**config.mk**
```make
export PLATFORM = sky130hd
export DESIGN_NAME = rotary_encoder_debounce_speed_top
export DESIGN_NICKNAME = d
export VERILOG_FILES = /design/src/hw/rtl/red_pkg.sv /design/src/hw/rtl/red_div.sv /design/src/hw/rtl/red_tick.sv /design/src/hw/rtl/rotary_encoder_debounce_speed_top.sv
export SDC_FILE = /design/constraint.sdc
export NUM_CORES = 1
export LEC_CHECK = 0
export ABC_CLOCK_PERIOD_IN_PS = 7150
export BUFFER_PORTS_ARGS = -buffer_cell sky130_fd_sc_hd__buf_4
export CAP_MARGIN = 10
export CORE_MARGIN = 2
export CORE_UTILIZATION = 54
export DETAILED_ROUTE_END_ITERATION = 10
export GPL_ROUTABILITY_DRIVEN = 0
export GPL_TIMING_DRIVEN = 0
export PLACE_DENSITY = 0.79
export RECOVER_POWER = 100
export SYNTH_ARGS = -nofsm -noshare
export SYNTH_HDL_FRONTEND = slang
export SYNTH_SLANG_ARGS = --single-unit
```
**constraint.sdc**
```tcl
create_clock -name clk -period 7.15 [get_ports clk]
set_clock_uncertainty 0.15 [all_clocks]
set_input_delay 1.43 -clock clk [delete_from_list [all_inputs] [get_ports clk]]
set_output_delay 1.43 -clock clk [all_outputs]
set_load 0.005 [all_outputs]
```
**src/hw/rtl/red_pkg.sv**
```systemverilog
// Shared types and constants for the rotary encoder debounce and speed block.
package red_pkg;

	// Default width of the millisecond time base.
	localparam int TimeWidthDef = 32;

	// Divisor width of the shared divider: wide enough for detent count and rpm divisor.
	localparam int DivisorWidth = 24;

	// Numerator of the rpm estimate and the fallback period with no elapsed time.
	localparam logic [15:0] RpmNumer   = 16'd60000;
	localparam logic [15:0] MsPerIdle  = 16'd50;
	localparam logic [15:0] RpmSat     = 16'hFFFF;

	// Register reset values.
	localparam logic [15:0] DebounceRst  = 16'd250;
	localparam logic [15:0] TicksMsRst   = 16'd1000;
	localparam logic [7:0]  PeriodRst    = 8'd15;
	localparam logic [7:0]  DetentsRst   = 8'd24;

	// Configuration register indexes.
	typedef enum logic [2:0] {
		REG_DEBOUNCE_TICKS   = 3'd0,
		REG_TICKS_PER_MS     = 3'd1,
		REG_REPORT_PERIOD_MS = 3'd2,
		REG_DETENTS_PER_REV  = 3'd3,
		REG_ACTIVE_HIGH      = 3'd4
	} reg_idx_t;

	// Configuration register set.
	typedef struct packed {
		logic [15:0] debounce_ticks;
		logic [15:0] ticks_per_ms;
		logic [7:0]  report_period_ms;
		logic [7:0]  detents_per_rev;
		logic        active_high;
	} cfg_t;

	// Report request from the tick logic to the sequencer.
	typedef struct packed {
		logic               fire;
		logic               turned;
		logic signed [15:0] delta;
		logic               clicked;
		logic [15:0]        count;
		logic               elapsed_zero;
	} rep_t;

endpackage

```
**src/hw/rtl/red_div.sv**
```systemverilog
// Shared restoring divider, one quotient bit per cycle.
module red_div #(
	parameter int TIME_WIDTH = red_pkg::TimeWidthDef
) (
	input  logic                              clk,
	input  logic                              arst_n,
	input  logic                              start,
	input  logic [TIME_WIDTH-1:0]             dividend,
	input  logic [red_pkg::DivisorWidth-1:0]  divisor,
	output logic                              done,
	output logic [TIME_WIDTH-1:0]             quotient
);
	import red_pkg::*;

	localparam int CntW = $clog2(TIME_WIDTH + 1);

	logic                    busy_q;
	logic                    done_q;
	logic [CntW-1:0]         cnt_q;
	logic [TIME_WIDTH-1:0]   dvd_q;
	logic [DivisorWidth-1:0] dvs_q;
	logic [DivisorWidth-1:0] rem_q;
	logic [DivisorWidth:0]   rem_sh;
	logic [DivisorWidth:0]   rem_diff;
	logic                    ge;

	// One trial subtraction per cycle.
	assign rem_sh   = {rem_q, dvd_q[TIME_WIDTH-1]};
	assign ge       = rem_sh >= {1'b0, dvs_q};
	assign rem_diff = rem_sh - {1'b0, dvs_q};

	// Iteration control.
	always_ff @(posedge clk or negedge arst_n) begin
		if (!arst_n) begin
			busy_q <= 1'b0;
			done_q <= 1'b0;
			cnt_q  <= '0;
		end else begin
			done_q <= 1'b0;
			if (start) begin
				busy_q <= 1'b1;
				cnt_q  <= CntW'(TIME_WIDTH);
			end else if (busy_q) begin
				cnt_q <= cnt_q - CntW'(1);
				if (cnt_q == CntW'(1)) begin
					busy_q <= 1'b0;
					done_q <= 1'b1;
				end
			end
		end
	end

	// Datapath: the dividend register collects quotient bits from the bottom.
	always_ff @(posedge clk) begin
		if (start) begin
			dvd_q <= dividend;
			dvs_q <= divisor;
			rem_q <= '0;
		end else if (busy_q) begin
			rem_q <= ge ? rem_diff[DivisorWidth-1:0] : rem_sh[DivisorWidth-1:0];
			dvd_q <= {dvd_q[TIME_WIDTH-2:0], ge};
		end
	end

	assign done     = done_q;
	assign quotient = dvd_q;

endmodule

```
**src/hw/rtl/red_tick.sv**
```systemverilog
// Per-tick debounce, detent counting, time keeping and report check.
module red_tick #(
	parameter int TIME_WIDTH = red_pkg::TimeWidthDef
) (
	input  logic                  clk,
	input  logic                  arst_n,
	input  logic                  step,
	input  logic                  a_level,
	input  logic                  b_level,
	input  logic                  button_level,
	input  red_pkg::cfg_t         cfg,
	output red_pkg::rep_t         rep,
	output logic [TIME_WIDTH-1:0] elapsed
);
	import red_pkg::*;

	logic                  prev_a_q, prev_btn_q;
	logic                  a_pend_q, btn_pend_q;
	logic [15:0]           a_timer_q, btn_timer_q;
	logic                  dir_q, click_q;
	logic signed [15:0]    delta_q;
	logic [15:0]           trig_q, sub_q;
	logic [TIME_WIDTH-1:0] now_q, last_q;
	logic [7:0]            per_q;

	logic                  a_pend_n, btn_pend_n, dir_n, click_n;
	logic [15:0]           a_timer_n, btn_timer_n, trig_n, sub_n;
	logic signed [15:0]    delta_n;
	logic [TIME_WIDTH-1:0] now_n, last_n, elapsed_n;
	logic [7:0]            per_n;
	logic                  a_active, btn_active;
	logic [15:0]           db_ticks, tpm;
	logic [7:0]            rpt;
	rep_t                  rep_n;

	// Next state of one sample tick.
	always_comb begin
		a_active   = a_level == cfg.active_high;
		btn_active = button_level == cfg.active_high;
		db_ticks   = (cfg.debounce_ticks == '0) ? 16'd1 : cfg.debounce_ticks;
		tpm        = (cfg.ticks_per_ms == '0) ? 16'd1 : cfg.ticks_per_ms;
		rpt        = (cfg.report_period_ms == '0) ? 8'd1 : cfg.report_period_ms;

		a_pend_n    = a_pend_q;
		a_timer_n   = a_timer_q;
		dir_n       = dir_q;
		btn_pend_n  = btn_pend_q;
		btn_timer_n = btn_timer_q;
		click_n     = click_q;
		trig_n      = trig_q;
		delta_n     = delta_q;
		sub_n       = sub_q + 16'd1;
		now_n       = now_q;
		last_n      = last_q;
		per_n       = per_q;
		elapsed_n   = '0;
		rep_n       = '0;

		// Debounce expiry on channel A counts a detent if A is still active.
		if (a_pend_q) begin
			if (a_timer_q != '0)
				a_timer_n = a_timer_q - 16'd1;
			if (a_timer_n == '0) begin
				a_pend_n = 1'b0;
				if (a_active) begin
					if (trig_q != 16'hFFFF)
						trig_n = trig_q + 16'd1;
					if (dir_q) begin
						if (delta_q != 16'sh7FFF)
							delta_n = delta_q + 16'sd1;
					end else begin
						if (delta_q != -16'sh8000)
							delta_n = delta_q - 16'sd1;
					end
				end
			end
		end

		// Debounce expiry on the button.
		if (btn_pend_q) begin
			if (btn_timer_q != '0)
				btn_timer_n = btn_timer_q - 16'd1;
			if (btn_timer_n == '0) begin
				btn_pend_n = 1'b0;
				if (btn_active)
					click_n = 1'b1;
			end
		end

		// Active edges start a debounce only when none was pending.
		if (!a_pend_q && prev_a_q != cfg.active_high && a_active) begin
			a_pend_n  = 1'b1;
			a_timer_n = db_ticks;
			dir_n     = !b_level;
		end
		if (!btn_pend_q && prev_btn_q != cfg.active_high && btn_active) begin
			btn_pend_n  = 1'b1;
			btn_timer_n = db_ticks;
		end

		// Millisecond and report period counting.
		if (sub_n >= tpm) begin
			sub_n = '0;
			now_n = now_q + TIME_WIDTH'(1);
			per_n = per_q + 8'd1;
			if (per_n >= rpt) begin
				per_n = '0;
				if (trig_n != '0 || click_n) begin
					rep_n.fire    = 1'b1;
					rep_n.clicked = click_n;
					click_n       = 1'b0;
					if (trig_n != '0) begin
						elapsed_n          = now_n - last_q;
						rep_n.turned       = 1'b1;
						rep_n.delta        = delta_n;
						rep_n.count        = trig_n;
						rep_n.elapsed_zero = elapsed_n == '0;
						last_n             = now_n;
						trig_n             = '0;
						delta_n            = '0;
					end
				end
			end
		end
	end

	// State registers advance once per accepted sample.
	always_ff @(posedge clk or negedge arst_n) begin
		if (!arst_n) begin
			prev_a_q    <= 1'b1;
			prev_btn_q  <= 1'b1;
			a_pend_q    <= 1'b0;
			a_timer_q   <= '0;
			dir_q       <= 1'b0;
			btn_pend_q  <= 1'b0;
			btn_timer_q <= '0;
			click_q     <= 1'b0;
			delta_q     <= '0;
			trig_q      <= '0;
			sub_q       <= '0;
			now_q       <= '0;
			last_q      <= '0;
			per_q       <= '0;
		end else if (step) begin
			prev_a_q    <= a_level;
			prev_btn_q  <= button_level;
			a_pend_q    <= a_pend_n;
			a_timer_q   <= a_timer_n;
			dir_q       <= dir_n;
			btn_pend_q  <= btn_pend_n;
			btn_timer_q <= btn_timer_n;
			click_q     <= click_n;
			delta_q     <= delta_n;
			trig_q      <= trig_n;
			sub_q       <= sub_n;
			now_q       <= now_n;
			last_q      <= last_n;
			per_q       <= per_n;
		end
	end

	assign rep     = rep_n;
	assign elapsed = elapsed_n;

endmodule

```
**src/hw/rtl/rotary_encoder_debounce_speed_top.sv**
```systemverilog
// Top level of the rotary encoder debounce and speed block.
//
//   channel  direction  transfer on          payload
//   s_*      in         s_tvalid & s_tready  tdata: a_level, b_level, button_level
//   m_*      out        m_tvalid & m_tready  tdata: turned, turn_delta, speed_rpm, clicked
//   cfg_*    in         cfg_we               cfg_addr selects register, cfg_data value
//
// A sample without a report leaves the sequencer idle; the next one is taken in the
// following cycle. A report with detents runs the shared bit-serial divider up to twice
// (ms per detent, then rpm); a click-only report goes straight to the output state.
// s_tready is high only while the sequencer is idle; a finished result waits in the
// output register while new samples are taken, and the sequencer holds before loading it.
// Reset clears control state and loads register defaults; no clearing pass is needed.
module rotary_encoder_debounce_speed_top #(
	parameter int TIME_WIDTH = red_pkg::TimeWidthDef
) (
	input  logic        clk,
	input  logic        arst_n,
	input  logic        s_tvalid,
	output logic        s_tready,
	input  logic [7:0]  s_tdata,   // [0] a_level, [1] b_level, [2] button_level, rest zero
	output logic        m_tvalid,
	input  logic        m_tready,
	output logic [39:0] m_tdata,   // [0] turned, [16:1] turn_delta, [32:17] speed_rpm,
	                               // [33] clicked, rest zero
	input  logic        cfg_we,
	input  logic [2:0]  cfg_addr,
	input  logic [15:0] cfg_data
);
	import red_pkg::*;

	typedef enum logic [4:0] {
		ST_IDLE    = 5'b00001,
		ST_DIV_MS  = 5'b00010,
		ST_MUL     = 5'b00100,
		ST_DIV_RPM = 5'b01000,
		ST_OUT     = 5'b10000
	} state_t;

	state_t                  state_q;
	cfg_t                    cfg_q;
	rep_t                    rep;
	logic [TIME_WIDTH-1:0]   elapsed;
	logic                    s_accept;
	logic                    div_start, div_done;
	logic [TIME_WIDTH-1:0]   div_dividend, div_quo;
	logic [DivisorWidth-1:0] div_divisor;
	logic [15:0]             ms_q;
	logic                    res_turned_q, res_clicked_q;
	logic signed [15:0]      res_delta_q;
	logic [15:0]             res_rpm_q;
	logic                    m_tvalid_q;
	logic [39:0]             m_tdata_q;
	logic                    out_free;

	assign s_tready = state_q == ST_IDLE;
	assign s_accept = s_tvalid && s_tready;
	assign out_free = !m_tvalid_q || m_tready;

	// Configuration registers.
	always_ff @(posedge clk or negedge arst_n) begin
		if (!arst_n) begin
			cfg_q.debounce_ticks   <= DebounceRst;
			cfg_q.ticks_per_ms     <= TicksMsRst;
			cfg_q.report_period_ms <= PeriodRst;
			cfg_q.detents_per_rev  <= DetentsRst;
			cfg_q.active_high      <= 1'b0;
		end else if (cfg_we) begin
			unique case (reg_idx_t'(cfg_addr))
				REG_DEBOUNCE_TICKS:   cfg_q.debounce_ticks   <= cfg_data;
				REG_TICKS_PER_MS:     cfg_q.ticks_per_ms     <= cfg_data;
				REG_REPORT_PERIOD_MS: cfg_q.report_period_ms <= cfg_data[7:0];
				REG_DETENTS_PER_REV:  cfg_q.detents_per_rev  <= cfg_data[7:0];
				REG_ACTIVE_HIGH:      cfg_q.active_high      <= cfg_data[0];
				default: ;
			endcase
		end
	end

	red_tick #(
		.TIME_WIDTH(TIME_WIDTH)
	) u_tick (
		.clk          (clk),
		.arst_n       (arst_n),
		.step         (s_accept),
		.a_level      (s_tdata[0]),
		.b_level      (s_tdata[1]),
		.button_level (s_tdata[2]),
		.cfg          (cfg_q),
		.rep          (rep),
		.elapsed      (elapsed)
	);

	// Divider operands: elapsed ms over detents, then the rpm numerator over ms * detents.
	always_comb begin
		div_start    = 1'b0;
		div_dividend = elapsed;
		div_divisor  = DivisorWidth'(rep.count);
		if (state_q == ST_IDLE) begin
			div_start = s_accept && rep.fire && rep.turned && !rep.elapsed_zero;
		end else begin
			div_start    = state_q == ST_MUL;
			div_dividend = TIME_WIDTH'(RpmNumer);
			div_divisor  = DivisorWidth'(ms_q) * DivisorWidth'(cfg_q.detents_per_rev);
		end
	end

	red_div #(
		.TIME_WIDTH(TIME_WIDTH)
	) u_div (
		.clk      (clk),
		.arst_n   (arst_n),
		.start    (div_start),
		.dividend (div_dividend),
		.divisor  (div_divisor),
		.done     (div_done),
		.quotient (div_quo)
	);

	// Report sequencer.
	always_ff @(posedge clk or negedge arst_n) begin
		if (!arst_n) begin
			state_q <= ST_IDLE;
		end else begin
			unique case (state_q)
				ST_IDLE: begin
					if (s_accept && rep.fire) begin
						if (!rep.turned)
							state_q <= ST_OUT;
						else if (rep.elapsed_zero)
							state_q <= ST_MUL;
						else
							state_q <= ST_DIV_MS;
					end
				end
				ST_DIV_MS: begin
					if (div_done) begin
						if (div_quo == '0 || cfg_q.detents_per_rev == '0 ||
						    div_quo > TIME_WIDTH'(RpmNumer))
							state_q <= ST_OUT;
						else
							state_q <= ST_MUL;
					end
				end
				ST_MUL:     state_q <= ST_DIV_RPM;
				ST_DIV_RPM: if (div_done) state_q <= ST_OUT;
				ST_OUT:     if (out_free) state_q <= ST_IDLE;
				default:    state_q <= ST_IDLE;
			endcase
		end
	end

	// Result fields gathered while the report is worked out.
	always_ff @(posedge clk) begin
		if (s_accept && rep.fire) begin
			res_turned_q  <= rep.turned;
			res_delta_q   <= rep.delta;
			res_clicked_q <= rep.clicked;
			res_rpm_q     <= '0;
			ms_q          <= MsPerIdle;
		end
		if (state_q == ST_DIV_MS && div_done) begin
			ms_q <= div_quo[15:0];
			if (div_quo == '0 || cfg_q.detents_per_rev == '0)
				res_rpm_q <= RpmSat;
			else
				res_rpm_q <= '0;
		end
		if (state_q == ST_DIV_RPM && div_done)
			res_rpm_q <= div_quo[15:0];
	end

	// Output register.
	always_ff @(posedge clk or negedge arst_n) begin
		if (!arst_n) begin
			m_tvalid_q <= 1'b0;
		end else if (state_q == ST_OUT && out_free) begin
			m_tvalid_q <= 1'b1;
		end else if (m_tready) begin
			m_tvalid_q <= 1'b0;
		end
	end

	always_ff @(posedge clk) begin
		if (state_q == ST_OUT && out_free)
			m_tdata_q <= {6'd0, res_clicked_q, res_rpm_q, res_delta_q, res_turned_q};
	end

	assign m_tvalid = m_tvalid_q;
	assign m_tdata  = m_tdata_q;

	// The divider only finishes while the sequencer waits for it.
	a_div_done_in_wait: assert property (@(posedge clk) disable iff (!arst_n)
		div_done |-> (state_q == ST_DIV_MS || state_q == ST_DIV_RPM))
		else $error("divider finished outside a divide state");

	// A sample that triggers no report leaves the sequencer idle.
	a_no_fire_stays_idle: assert property (@(posedge clk) disable iff (!arst_n)
		(s_accept && !rep.fire) |=> state_q == ST_IDLE)
		else $error("sequencer left idle without a report");

	// A click-only result carries no delta and no speed, and has its click flag set.
	a_click_only_zero: assert property (@(posedge clk) disable iff (!arst_n)
		(m_tvalid_q && !m_tdata_q[0]) |-> (m_tdata_q[32:1] == '0 && m_tdata_q[33]))
		else $error("click-only result carries turn data");

	// A new result is loaded only when the previous one has been taken.
	a_no_overwrite: assert property (@(posedge clk) disable iff (!arst_n)
		(m_tvalid_q && !m_tready) |=> $stable(m_tdata_q))
		else $error("pending result overwritten");

endmodule

```
### After elaboration in Yosys (flattened, before gate mapping)

Cells that the tools add are included.

* bits in latches: 0
* word-level logic and storage cells: 204
* input port bits: 32
* memories: 0
* ROM bits: 0
* memory bits (writable): 0
* bits in registers: 385

* $mul: 1
* reduce and logical (&&, ||, !) cells: 51
* bitwise gates (word level): 0
* multiplexer cells: 82
* divide/modulo/power cells: 0
* $add $sub $neg: 11
* equality and inequality tests: 21
* shift operators: 0
* $lt $le $gt $ge: 4

Operators with widths (count)
* 2-to-1 mux 16 bit: 36
* 2-to-1 mux 32 bit: 7
* 2-to-1 mux 36 bit: 3
* zero test 16 bit: 4
* zero test 32 bit: 2
* inequality test 16 bit, second input constant: 3
* nonzero test 16 bit: 3
* 2-to-1 mux 17 bit: 2
* adder 16 x 1 -> 16 bit, second input constant: 2
* adder 32 x 1 -> 32 bit, second input constant: 1
* greater-than comparator 32 x 16 -> 1 bit, second input constant: 1
* subtractor 16 x 1 -> 16 bit, second input constant: 2
* subtractor 32 bit: 1
* 2-to-1 mux 5 bit: 6
* >= comparator 25 x 24 -> 1 bit: 1
* one-hot mux 5 bit (5 select lines): 1
* multiplier 16 x 8 -> 24 bit: 1
* 2-to-1 mux 24 bit: 1
* subtractor 24 bit: 1
* 2-to-1 mux 1 bit: 21
* AND reduction 2 bit: 9
* adder 16 x 2 -> 16 bit, second input constant: 1
* >= comparator 16 bit: 1
* zero test 8 bit: 2
* other kinds (29): 58

### Longest topological paths before layout

Gate-level depths: netlist of the first run.

* depth in word-level cells: 16
* depth in mapped cells: 25
* gate-level depth less buffers: 22

### Cells and area by module

A second synthesis of the first run with hierarchy kept.

* cell total of the unflattened synthesis: 2933
* area total of the unflattened synthesis: 27553.9 sq um

Modules (own cells, without submodules)
* red_tick: cells an instance 1586, instances 1, area each 12764.7 sq um
* rotary_encoder_debounce_speed_top: cells an instance 899, instances 1, area each 9898.2 sq um
* red_div: cells an instance 448, instances 1, area each 4890.9 sq um

### Worst setup path before layout of the first run

Ideal clock, no wire load.

* path kind: register to register
* start point: reg u_tick.now_q[0]
* end point: reg u_div.dvd_q[0], in the netlist u_div.quotient[0], enable pin
* path buffers: 3
* path slack: 0.655 ns
* data required time: 6.522 ns
* setup time: 0.478 ns
* arrival time: 5.867 ns
* stages on the path, launching flop included: 26
* path through: dfrtp_1 > ha_1 > nand3_1 > nor2_1 > and3_1 > and3_1 > and3_1 > and3_1 > and3_1 > xor2_1 > ha_1 > clkbuf_1 > a2111oi_0 > nand2_1 > o21ai_0 > a21oi_1 > o22ai_1 > o21ai_0 > a21o_1 > a21oi_1 > xor2_1 > nand4_1 > a21oi_4 > buf_4 > buf_4 > nand2_1

* word-level cells in the longest chain between the ends: 11

Ends and longest elaborated chain
* start, declared: RTL line red_tick.sv:23 `logic [TIME_WIDTH-1:0] now_q, last_q;`
* start signal, assigned: RTL line red_tick.sv:156 `now_q <= now_n;`
* adder 32 x 1 -> 32 bit: RTL line red_tick.sv:104 `now_n = now_q + TIME_WIDTH'(1);`
* subtractor 32 bit: RTL line red_tick.sv:113 `elapsed_n = now_n - last_q;`
* zero test 32 bit: RTL line red_tick.sv:117 `rep_n.elapsed_zero = elapsed_n == '0;`
* 2-to-1 mux 17 bit: RTL line red_tick.sv:112 `if (trig_n != '0) begin`
* 2-to-1 mux 36 bit: RTL line red_tick.sv:108 `if (trig_n != '0 || click_n) begin`
* 2-to-1 mux 36 bit: RTL line red_tick.sv:106 `if (per_n >= rpt) begin`
* 2-to-1 mux 36 bit: RTL line red_tick.sv:102 `if (sub_n >= tpm) begin`
* zero test 1 bit: RTL line rotary_encoder_debounce_speed_top.sv:100 `div_start = s_accept && rep.fire && rep.turned && !rep.elapsed_zero;`
* logical AND 1 bit: RTL line rotary_encoder_debounce_speed_top.sv:100
* 2-to-1 mux 1 bit: RTL line rotary_encoder_debounce_speed_top.sv:99 `if (state_q == ST_IDLE) begin`
* nonzero test 2 bit (no line)
* end signal, assigned: RTL line red_div.sv:56 `dvd_q <= dividend;`
* end signal, assigned: RTL line red_div.sv:61 `dvd_q <= {dvd_q[TIME_WIDTH-2:0], ge};`
* end, declared: RTL line red_div.sv:20 `logic [TIME_WIDTH-1:0] dvd_q;`

No other way between the ends.
A chain may end at the register's enable or synchronous reset.

### Worst setup path in the final report of the first run

* start point: reg u_tick.now_q[0]
* end point: reg u_div.dvd_q[10], in the netlist u_div.quotient[10] (data pin)

* word-level cells in the longest chain between the ends: 11
* elaborated cells on any way between the ends: 16
* classes of those cells: add/sub: 2; mux: 11; reduce/logical: 3

Ends and longest elaborated chain
* adder 32 x 1 -> 32 bit (*): RTL line red_tick.sv:104
* subtractor 32 bit (*): RTL line red_tick.sv:113
* zero test 32 bit: RTL line red_tick.sv:117
* 2-to-1 mux 17 bit: RTL line red_tick.sv:112
* 2-to-1 mux 36 bit: RTL line red_tick.sv:108
* 2-to-1 mux 36 bit: RTL line red_tick.sv:106
* 2-to-1 mux 36 bit: RTL line red_tick.sv:102
* zero test 1 bit: RTL line rotary_encoder_debounce_speed_top.sv:100
* logical AND 1 bit: RTL line rotary_encoder_debounce_speed_top.sv:100
* 2-to-1 mux 1 bit: RTL line rotary_encoder_debounce_speed_top.sv:99
* 2-to-1 mux 32 bit (*): RTL line red_div.sv:55 `if (start) begin`

Every way passes the cells marked *; elsewhere a longest branch is shown, timed or not.

==> reports/metrics.cfg, run 1 <==
[critical_path]
worst_setup_path_start_kind=flip-flop
cp-end-kind=flip-flop
cpPeakStageDelay_ns=0.46
crit_buf_inv=3
slowest_stage=a2111oi_2
critical_path.top_delay_family=simple AND/OR/NAND/NOR gates
arrival_ns=6.84
cp_max_fo=10
critPathKind=flip-flop to flip-flop
cp_common_cell=and3_1
critPathRequiredTime_ns=7.31

[cts]
clkSinkCount=385
cts_made_buffers=43
root_buffer=clkbuf_16
cts-hold-fix-buffers=0
clk_latency_ns=0.58
clk_pin_slew_worst_paths_ns=0.06
cts_tree=yes
cts-htree-levels=2
clock_path_buffers=3

[route]
drtIter0Drc=2689
drc=0
drtPass1Iterations=6
via_per_inst=6.09
wl_per_cell_microns=18.7
routed_wl_mm=68.3
vias=22200
ant_nets=0

[synthesis]
mappedNetlistArea_sq_um=26400
synth-edff-count=140
synth_area_per_cell_sq_um=9.20
synth_seq_area_share=0.387
synth_cell_types=85
yosys_warnings=0
ys.flop_type=dfrtp_1
synth-seq-cells=385
synth_cells=2874
ys_async_sr_fraction=0.574

[global_route]
grt_pass1_vias=21500
grt_pass1_wl_mm=111
grt_overflow=0
antenna_found_initial=1
grtUsageTotal=0.272
grt_max_degree=124

[timing]
tightest_slew_ns=4.64
fmax_ghz=0.150
rsz0062_at_grt=no
tns_ns=0
finalSetupViolations=0
hold_viol_final=0
maxSlewHeadroom=-2.10
drv_slew=118
period_share=0.935
fin_hold_ws_ns=0.273
period_minus_slack_ns=6.68

[power]
ir_drop_mv=0.191
power_leakage_nw=13.1
p_per_area_nw_per_um2=241

[outcome]
run_status=finished with violations
violations=capacitance limit, slew limit

[final_layout]
layout-drive-gt1-share=0.0888
fill_cells=3977
area_growth_pct=10.4
stdcell_count=3650
postLayoutCoreUtil=0.600
nets=3247
antenna_cells=0
design_area_sq_um=29200

[floorplanning]
die_w_microns=225
placementRows=81
core_area_sq_um=48600
die_h_microns=225
initial_core_util=0.543
fp.dieArea_sq_um=50700
io_pins=74

[placement]
postPlaceCellArea_sq_um=27800
io_buffers=62
hpwl_mm=50.6
place_inst=3566

[flow_run]
drv_cap=2

[min_path]
hold_class=flip-flop to flip-flop

## cell usage after synthesis, types with 21 or more instances
cell type  count  area (sq um)
dfrtp_1      200          5000
or2_2         32           200
and2_1        71           444
nor2_1       200           751
and3_1        52           325
nor4_1        34           213
o31ai_1       33           248
o21ai_0      199           996
nor3_1        52           260
dfxtp_1       24           480
edfxtp_1     140          4200
clkbuf_1     102           383
inv_1        224           841
a21oi_1      140           701
a21o_1        55           413
or3_1         22           138
dfstp_2       21           552
nand3_1       84           420
nand2b_1      33           206
fa_1          86          1720
nand4_1       34           213
ha_1         134          1680
mux2_2        62           698
nand2_1      361          1360
xnor2_1       97           850
xor2_1        80           701
## state kept, by name (all words and copies together), names as in the netlist, 5 cells and up
signal / flops
u_tick.per_q: 8
u_tick.now_q: 32
u_tick.trig_q: 16
u_div.rem_q: 24
u_div.cnt_q: 6
res_rpm_q: 16
u_tick.a_timer_q: 16
u_tick.btn_timer_q: 16
cfg_q: 49
u_tick.last_q: 32
state_q: 5
u_div.dvs_q: 24
u_tick.sub_q: 16
m_tdata: 34
ms_q: 16
u_div.quotient: 32
res_delta_q: 16
u_tick.delta_q: 16
## report_power, final
part | switching (mW) | internal [mW] | leakage (nW)
Combinational | 1.22 | 0.695 | 8.07
Clock | 0.925 | 1.41 | 0.721
Sequential | 0.250 | 2.53 | 4.29
## cell type report
type                    instances  area (sq um)  area share
multi-input cells            2135         14800       0.507
flip-flops and latches        385         10200       0.351
clock buffers                  60          1220      0.0418
inverters                     226           852      0.0292
well taps                     622           778      0.0267
plain buffers                 133           547      0.0187
repair buffers                 70           493      0.0169
clock inverters                18           255     0.00874
repair inverters                1          5.00    0.000171
## stage by stage
| stage | setup slack, ns | power (mW) |
|---|---|---|
| floorplan | 0.655 | 4.07 |
| global placement | -0.760 | 4.60 |
| detailed placement | -0.893 | 4.69 |
| CTS | 0.0256 | 7.03 |
| global route | 0.0286 | 7.38 |
| finish | 0.466 | 7.03 |
## cell usage in the layout (no fill, tap or decap), drive strengths merged, types with 55 or more instances in the layout
| cell type | Yosys | final |
|---|---|---|
| nand3 | 84 | 84 |
| mux2 | 68 | 68 |
| xor2 | 80 | 80 |
| a21o | 55 | 55 |
| ha | 134 | 134 |
| clkbuf | 102 | 220 |
| nand2 | 362 | 362 |
| xnor2 | 97 | 97 |
| dfrtp | 200 | 200 |
| a21oi | 141 | 141 |
| fa | 86 | 86 |
| o21ai | 210 | 210 |
| and2 | 72 | 72 |
| edfxtp | 140 | 140 |
| nor2 | 202 | 202 |
| inv | 226 | 226 |
## path summary, 6_finish.rpt
kind	slack, ns	from	depth (start not counted)	end
min	0.27	res_turned_q	0	m_tdata[0]
max in group asynchronous	1.37	arst_n	1	u_tick.now_q[0]
min reg2reg	0.27	res_turned_q	0	m_tdata[0]
max	0.47	u_tick.now_q[0]	25	u_div.quotient[10]
min in group asynchronous	2.52	arst_n	1	u_tick.last_q[31]
max reg2reg	0.47	u_tick.now_q[0]	25	u_div.quotient[10]
## metal layers
metal	track usage	wire, microns
met3	0.0385	5170
met5	0	10
met1	0.378	29200
met4	0.0846	1930
met2	0.442	32000
## kinds of logic after synthesis
| family | share of synthesized area |
|---|---|
| XOR/XNOR | 0.0586 |
| AO/OA/AOI/OAI | 0.144 |
| AND/OR/NAND/NOR | 0.191 |
| other | 0.000142 |
| flip-flops | 0.387 |
| multiplexers | 0.0365 |
| buffers and inverters | 0.0535 |
| adder cells (fa/ha/maj) | 0.129 |
## repair_timing
item / 4_1_cts / 5_1_grt
hold endpoints to repair: 0 / 0
gates resized for setup: 6 / 6
buffers inserted: 1 / 4
pin swaps: 1 / 1
endpoints found under the setup margin: 56 / 114
cloned: 1 / 0
Note: power is estimated with default switching activity, not from simulation.
==> inputs of run 2 (changes only) <==
--- a/config.mk
+++ b/config.mk
@@ -5,15 +5,16 @@
 export SDC_FILE = /design/constraint.sdc
 export NUM_CORES = 1
 export LEC_CHECK = 0
+export ABC_AREA = 1
 export ABC_CLOCK_PERIOD_IN_PS = 7150
-export BUFFER_PORTS_ARGS = -buffer_cell sky130_fd_sc_hd__buf_4
 export CAP_MARGIN = 10
 export CORE_MARGIN = 2
 export CORE_UTILIZATION = 54
 export DETAILED_ROUTE_END_ITERATION = 10
+export DONT_BUFFER_PORTS = 1
 export GPL_ROUTABILITY_DRIVEN = 0
 export GPL_TIMING_DRIVEN = 0
-export PLACE_DENSITY = 0.79
+export PLACE_DENSITY = 0.77
 export RECOVER_POWER = 100
 export SYNTH_ARGS = -nofsm -noshare
 export SYNTH_HDL_FRONTEND = slang
==> run 2 against run 1 <==
Net effect: the run now ends clean; global-route usage rose by 0.12 points; total power is 94% higher; register-to-register slack better by 0.31 ns; highest routed layer unchanged; synthesized cell count is 27% higher; largest power group is now combinational logic.
==> reports/metrics.cfg, run 2 <==
[outcome]
run_status=completed

[route]
via_per_inst=5.49
wl_per_cell_microns=16.2
drtIter0Drc=1988
drc=0
routed_wl_mm=71.3
vias=24200
ant_nets=0
drtPass1Iterations=5

[final_layout]
largest_register_ffs=49
postLayoutCoreUtil=0.592
antenna_cells=0
final_common_cell=nand2_1
nets=3946
area_growth_pct=8.43
top_register=cfg_q
stdcell_count=4401
fill_cells=4564
mostFrequentLayoutCells=900 x nand2_1, 595 x inv_1, 343 x o21ai_0
layout-drive-gt1-share=0.0367

[synthesis]
netlist_top_cells_count=897 x nand2_1, 594 x inv_1, 334 x o21ai_0
synth_mux_area_frac=0.000365
synth_area_leader_cell=dfrtp_1
mappedNetlistArea_sq_um=27400
synth_top_family_by_area=simple AND/OR/NAND/NOR gates
synth-edff-count=140
synthAdderAreaFrac=0.124
synth-seq-cells=385
synth_most_common_cell=nand2_1
synth_seq_area_share=0.374
synth_compound_area_frac=0.119
ys_async_sr_fraction=0.574
yosys_warnings=0
synthXorXnorAreaFrac=0.0364
synth-simple-area-share=0.242
synth_cells=3643
synth_top_cell_area_share=0.183
synth_cell_types=62
ys.flop_type=dfrtp_1
ys_top_cells_by_area=dfrtp_1 18%, edfxtp_1 15%, nand2_1 12%, inv_1 8.1%, fa_1 6.3%
synth_area_per_cell_sq_um=7.52

[floorplanning]
io_pins=74
core_area_sq_um=50200
placementRows=82
die_h_microns=229
fp.dieArea_sq_um=52600
die_w_microns=229
initial_core_util=0.546

[placement]
place_inst=4321
io_buffers=0
hpwl_mm=53.4

[critical_path]
critPathRequiredTime_ns=7.34
cp_max_fo=10
worst_setup_path_start_kind=flip-flop
arrival_ns=6.56
cp-end-kind=flip-flop
critPathKind=flip-flop to flip-flop

[global_route]
grt_pass1_vias=23200
antenna_found_initial=2
busiest_layer=met2
met1_usage=0.365
use_met3=0.0406
grt_max_degree=222
grtUsageTotal=0.273
grt_pass1_wl_mm=117
use_met2=0.455
grt_overflow=0

[power]
power_leakage_nw=14.7
pwr-share-clk=0.171
p_comb_frac=0.570
ir_drop_mv=0.312
switching_share=0.475
p_per_area_nw_per_um2=460
internal_power_mw=7.18
p_seq_frac=0.259
power_mw=13.7
p_switching_mw=6.48

[cts]
cts_made_buffers=43
clk_pin_slew_worst_paths_ns=0.07
clkSinkCount=385
cts-hold-fix-buffers=0
root_buffer=clkbuf_16
ctsResizeCount=0
cts-htree-levels=2
cts_tree=yes
cts_setup_buffers=0
clk_latency_ns=0.60
clock_path_buffers=3

[flow_run]
drv_cap=0

[timing]
period_share=0.891
fmax_ghz=0.157
maxSlewHeadroom=0.0162
rsz0062_at_grt=no
hold_viol_final=0
tns_ns=0
finalSetupViolations=0
drv_slew=0
fin_hold_ws_ns=0.260
period_minus_slack_ns=6.37
tightest_slew_ns=1.48

[min_path]
hold_class=flip-flop to flip-flop

-- run 2: changes by cell type in the layout (fill, tap and decap cells not counted), moves of 31 or more --
cell / before / now
a21o_1: 55 / 6
and2_1: 67 / 3
and3_1: 52 / 1
clkbuf_4: 31 / 0
inv_1: 225 / 595
mux2_2: 62 / 0
nand2_1: 361 / 900
nand2b_1: 33 / 0
nand3_1: 84 / 198
nor2_1: 201 / 306
o21ai_0: 206 / 343
o31ai_1: 33 / 1
xnor2_1: 97 / 23
-- run 2: per-stage QoR --
step                      setup slack, ns  cell area [sq um]
after floorplan                      1.82              27400
after CTS                           0.931              29800
after global routing                0.294              29700
after detailed placement            0.955              28300
after global placement              0.432              28300
final                               0.781              29700
-- run 2: layer usage --
metal / vias up / part of all wire
met5: - / 0.00027
met3: 161 / 0.073
met4: 4 / 0.032
met2: 870 / 0.47
met1: 11300 / 0.43
li1: 11900 / -
-- run 2: area by class of cell --
type,count,area [sq um],share of cell area
multi-input combinational,2527,14300,0.482
sequential,385,10200,0.345
inverter,601,2260,0.0759
clock buffer,57,1220,0.0411
tap,672,841,0.0283
buffer,135,569,0.0192
clock inverter,23,274,0.00922
timing repair buffer,1,3.75,0.000126
-- run 2: power by group through the flow --
stage	clock [mW]	sequential (mW)	combinational [mW]
after global routing	2.46	3.61	8.90
after detailed placement	0	3.55	7.68
after CTS	2.37	3.52	7.73
final	2.34	3.54	7.79
after global placement	0	3.55	7.46
after floorplan	0	3.42	5.96
-- run 2: final timing paths --
kind	start	slack (ns)	endpoint	cells after the start
worst max-delay path	cfg_q[5]	0.78	u_div.dvs_q[22]	20
worst min register to register	res_delta_q[0]	0.26	m_tdata[1]	0
min in group asynchronous	arst_n	0.40	cfg_q[15]	0
worst max register to register	cfg_q[5]	0.78	u_div.dvs_q[22]	20
max in group asynchronous	arst_n	6.02	u_tick.delta_q[10]	0
worst min-delay path	res_delta_q[0]	0.26	m_tdata[1]	0
-- run 2: critical path: stages, from the launching register on --
cell,delay (ns)
dfstp_2,0.52
clkbuf_1,0.48
clkbuf_1,0.47
nand2_1,0.15
fa_1,0.53
fa_1,0.49
inv_1,0.05
fa_1,0.50
fa_1,0.49
ha_1,0.37
a21oi_1,0.11
o21ai_0,0.20
nand2_1,0.09
o211ai_1,0.10
a31oi_1,0.11
o21ai_0,0.36
a21boi_0,0.26
o311ai_0,0.46
nand2_1,0.09
nand2_1,0.07
nor2_1,0.04
-- run 2: cells by family after synthesis --
| group | Yosys count |
|---|---|
| and+or+nand+nor | 1583 |
| buffers and inverters | 736 |
| AOI/OAI and AO/OA | 603 |
| DFF | 385 |
| adders and majority gates | 220 |
| xor gates and xnor gates | 114 |
| other | 1 |
| muxes | 1 |
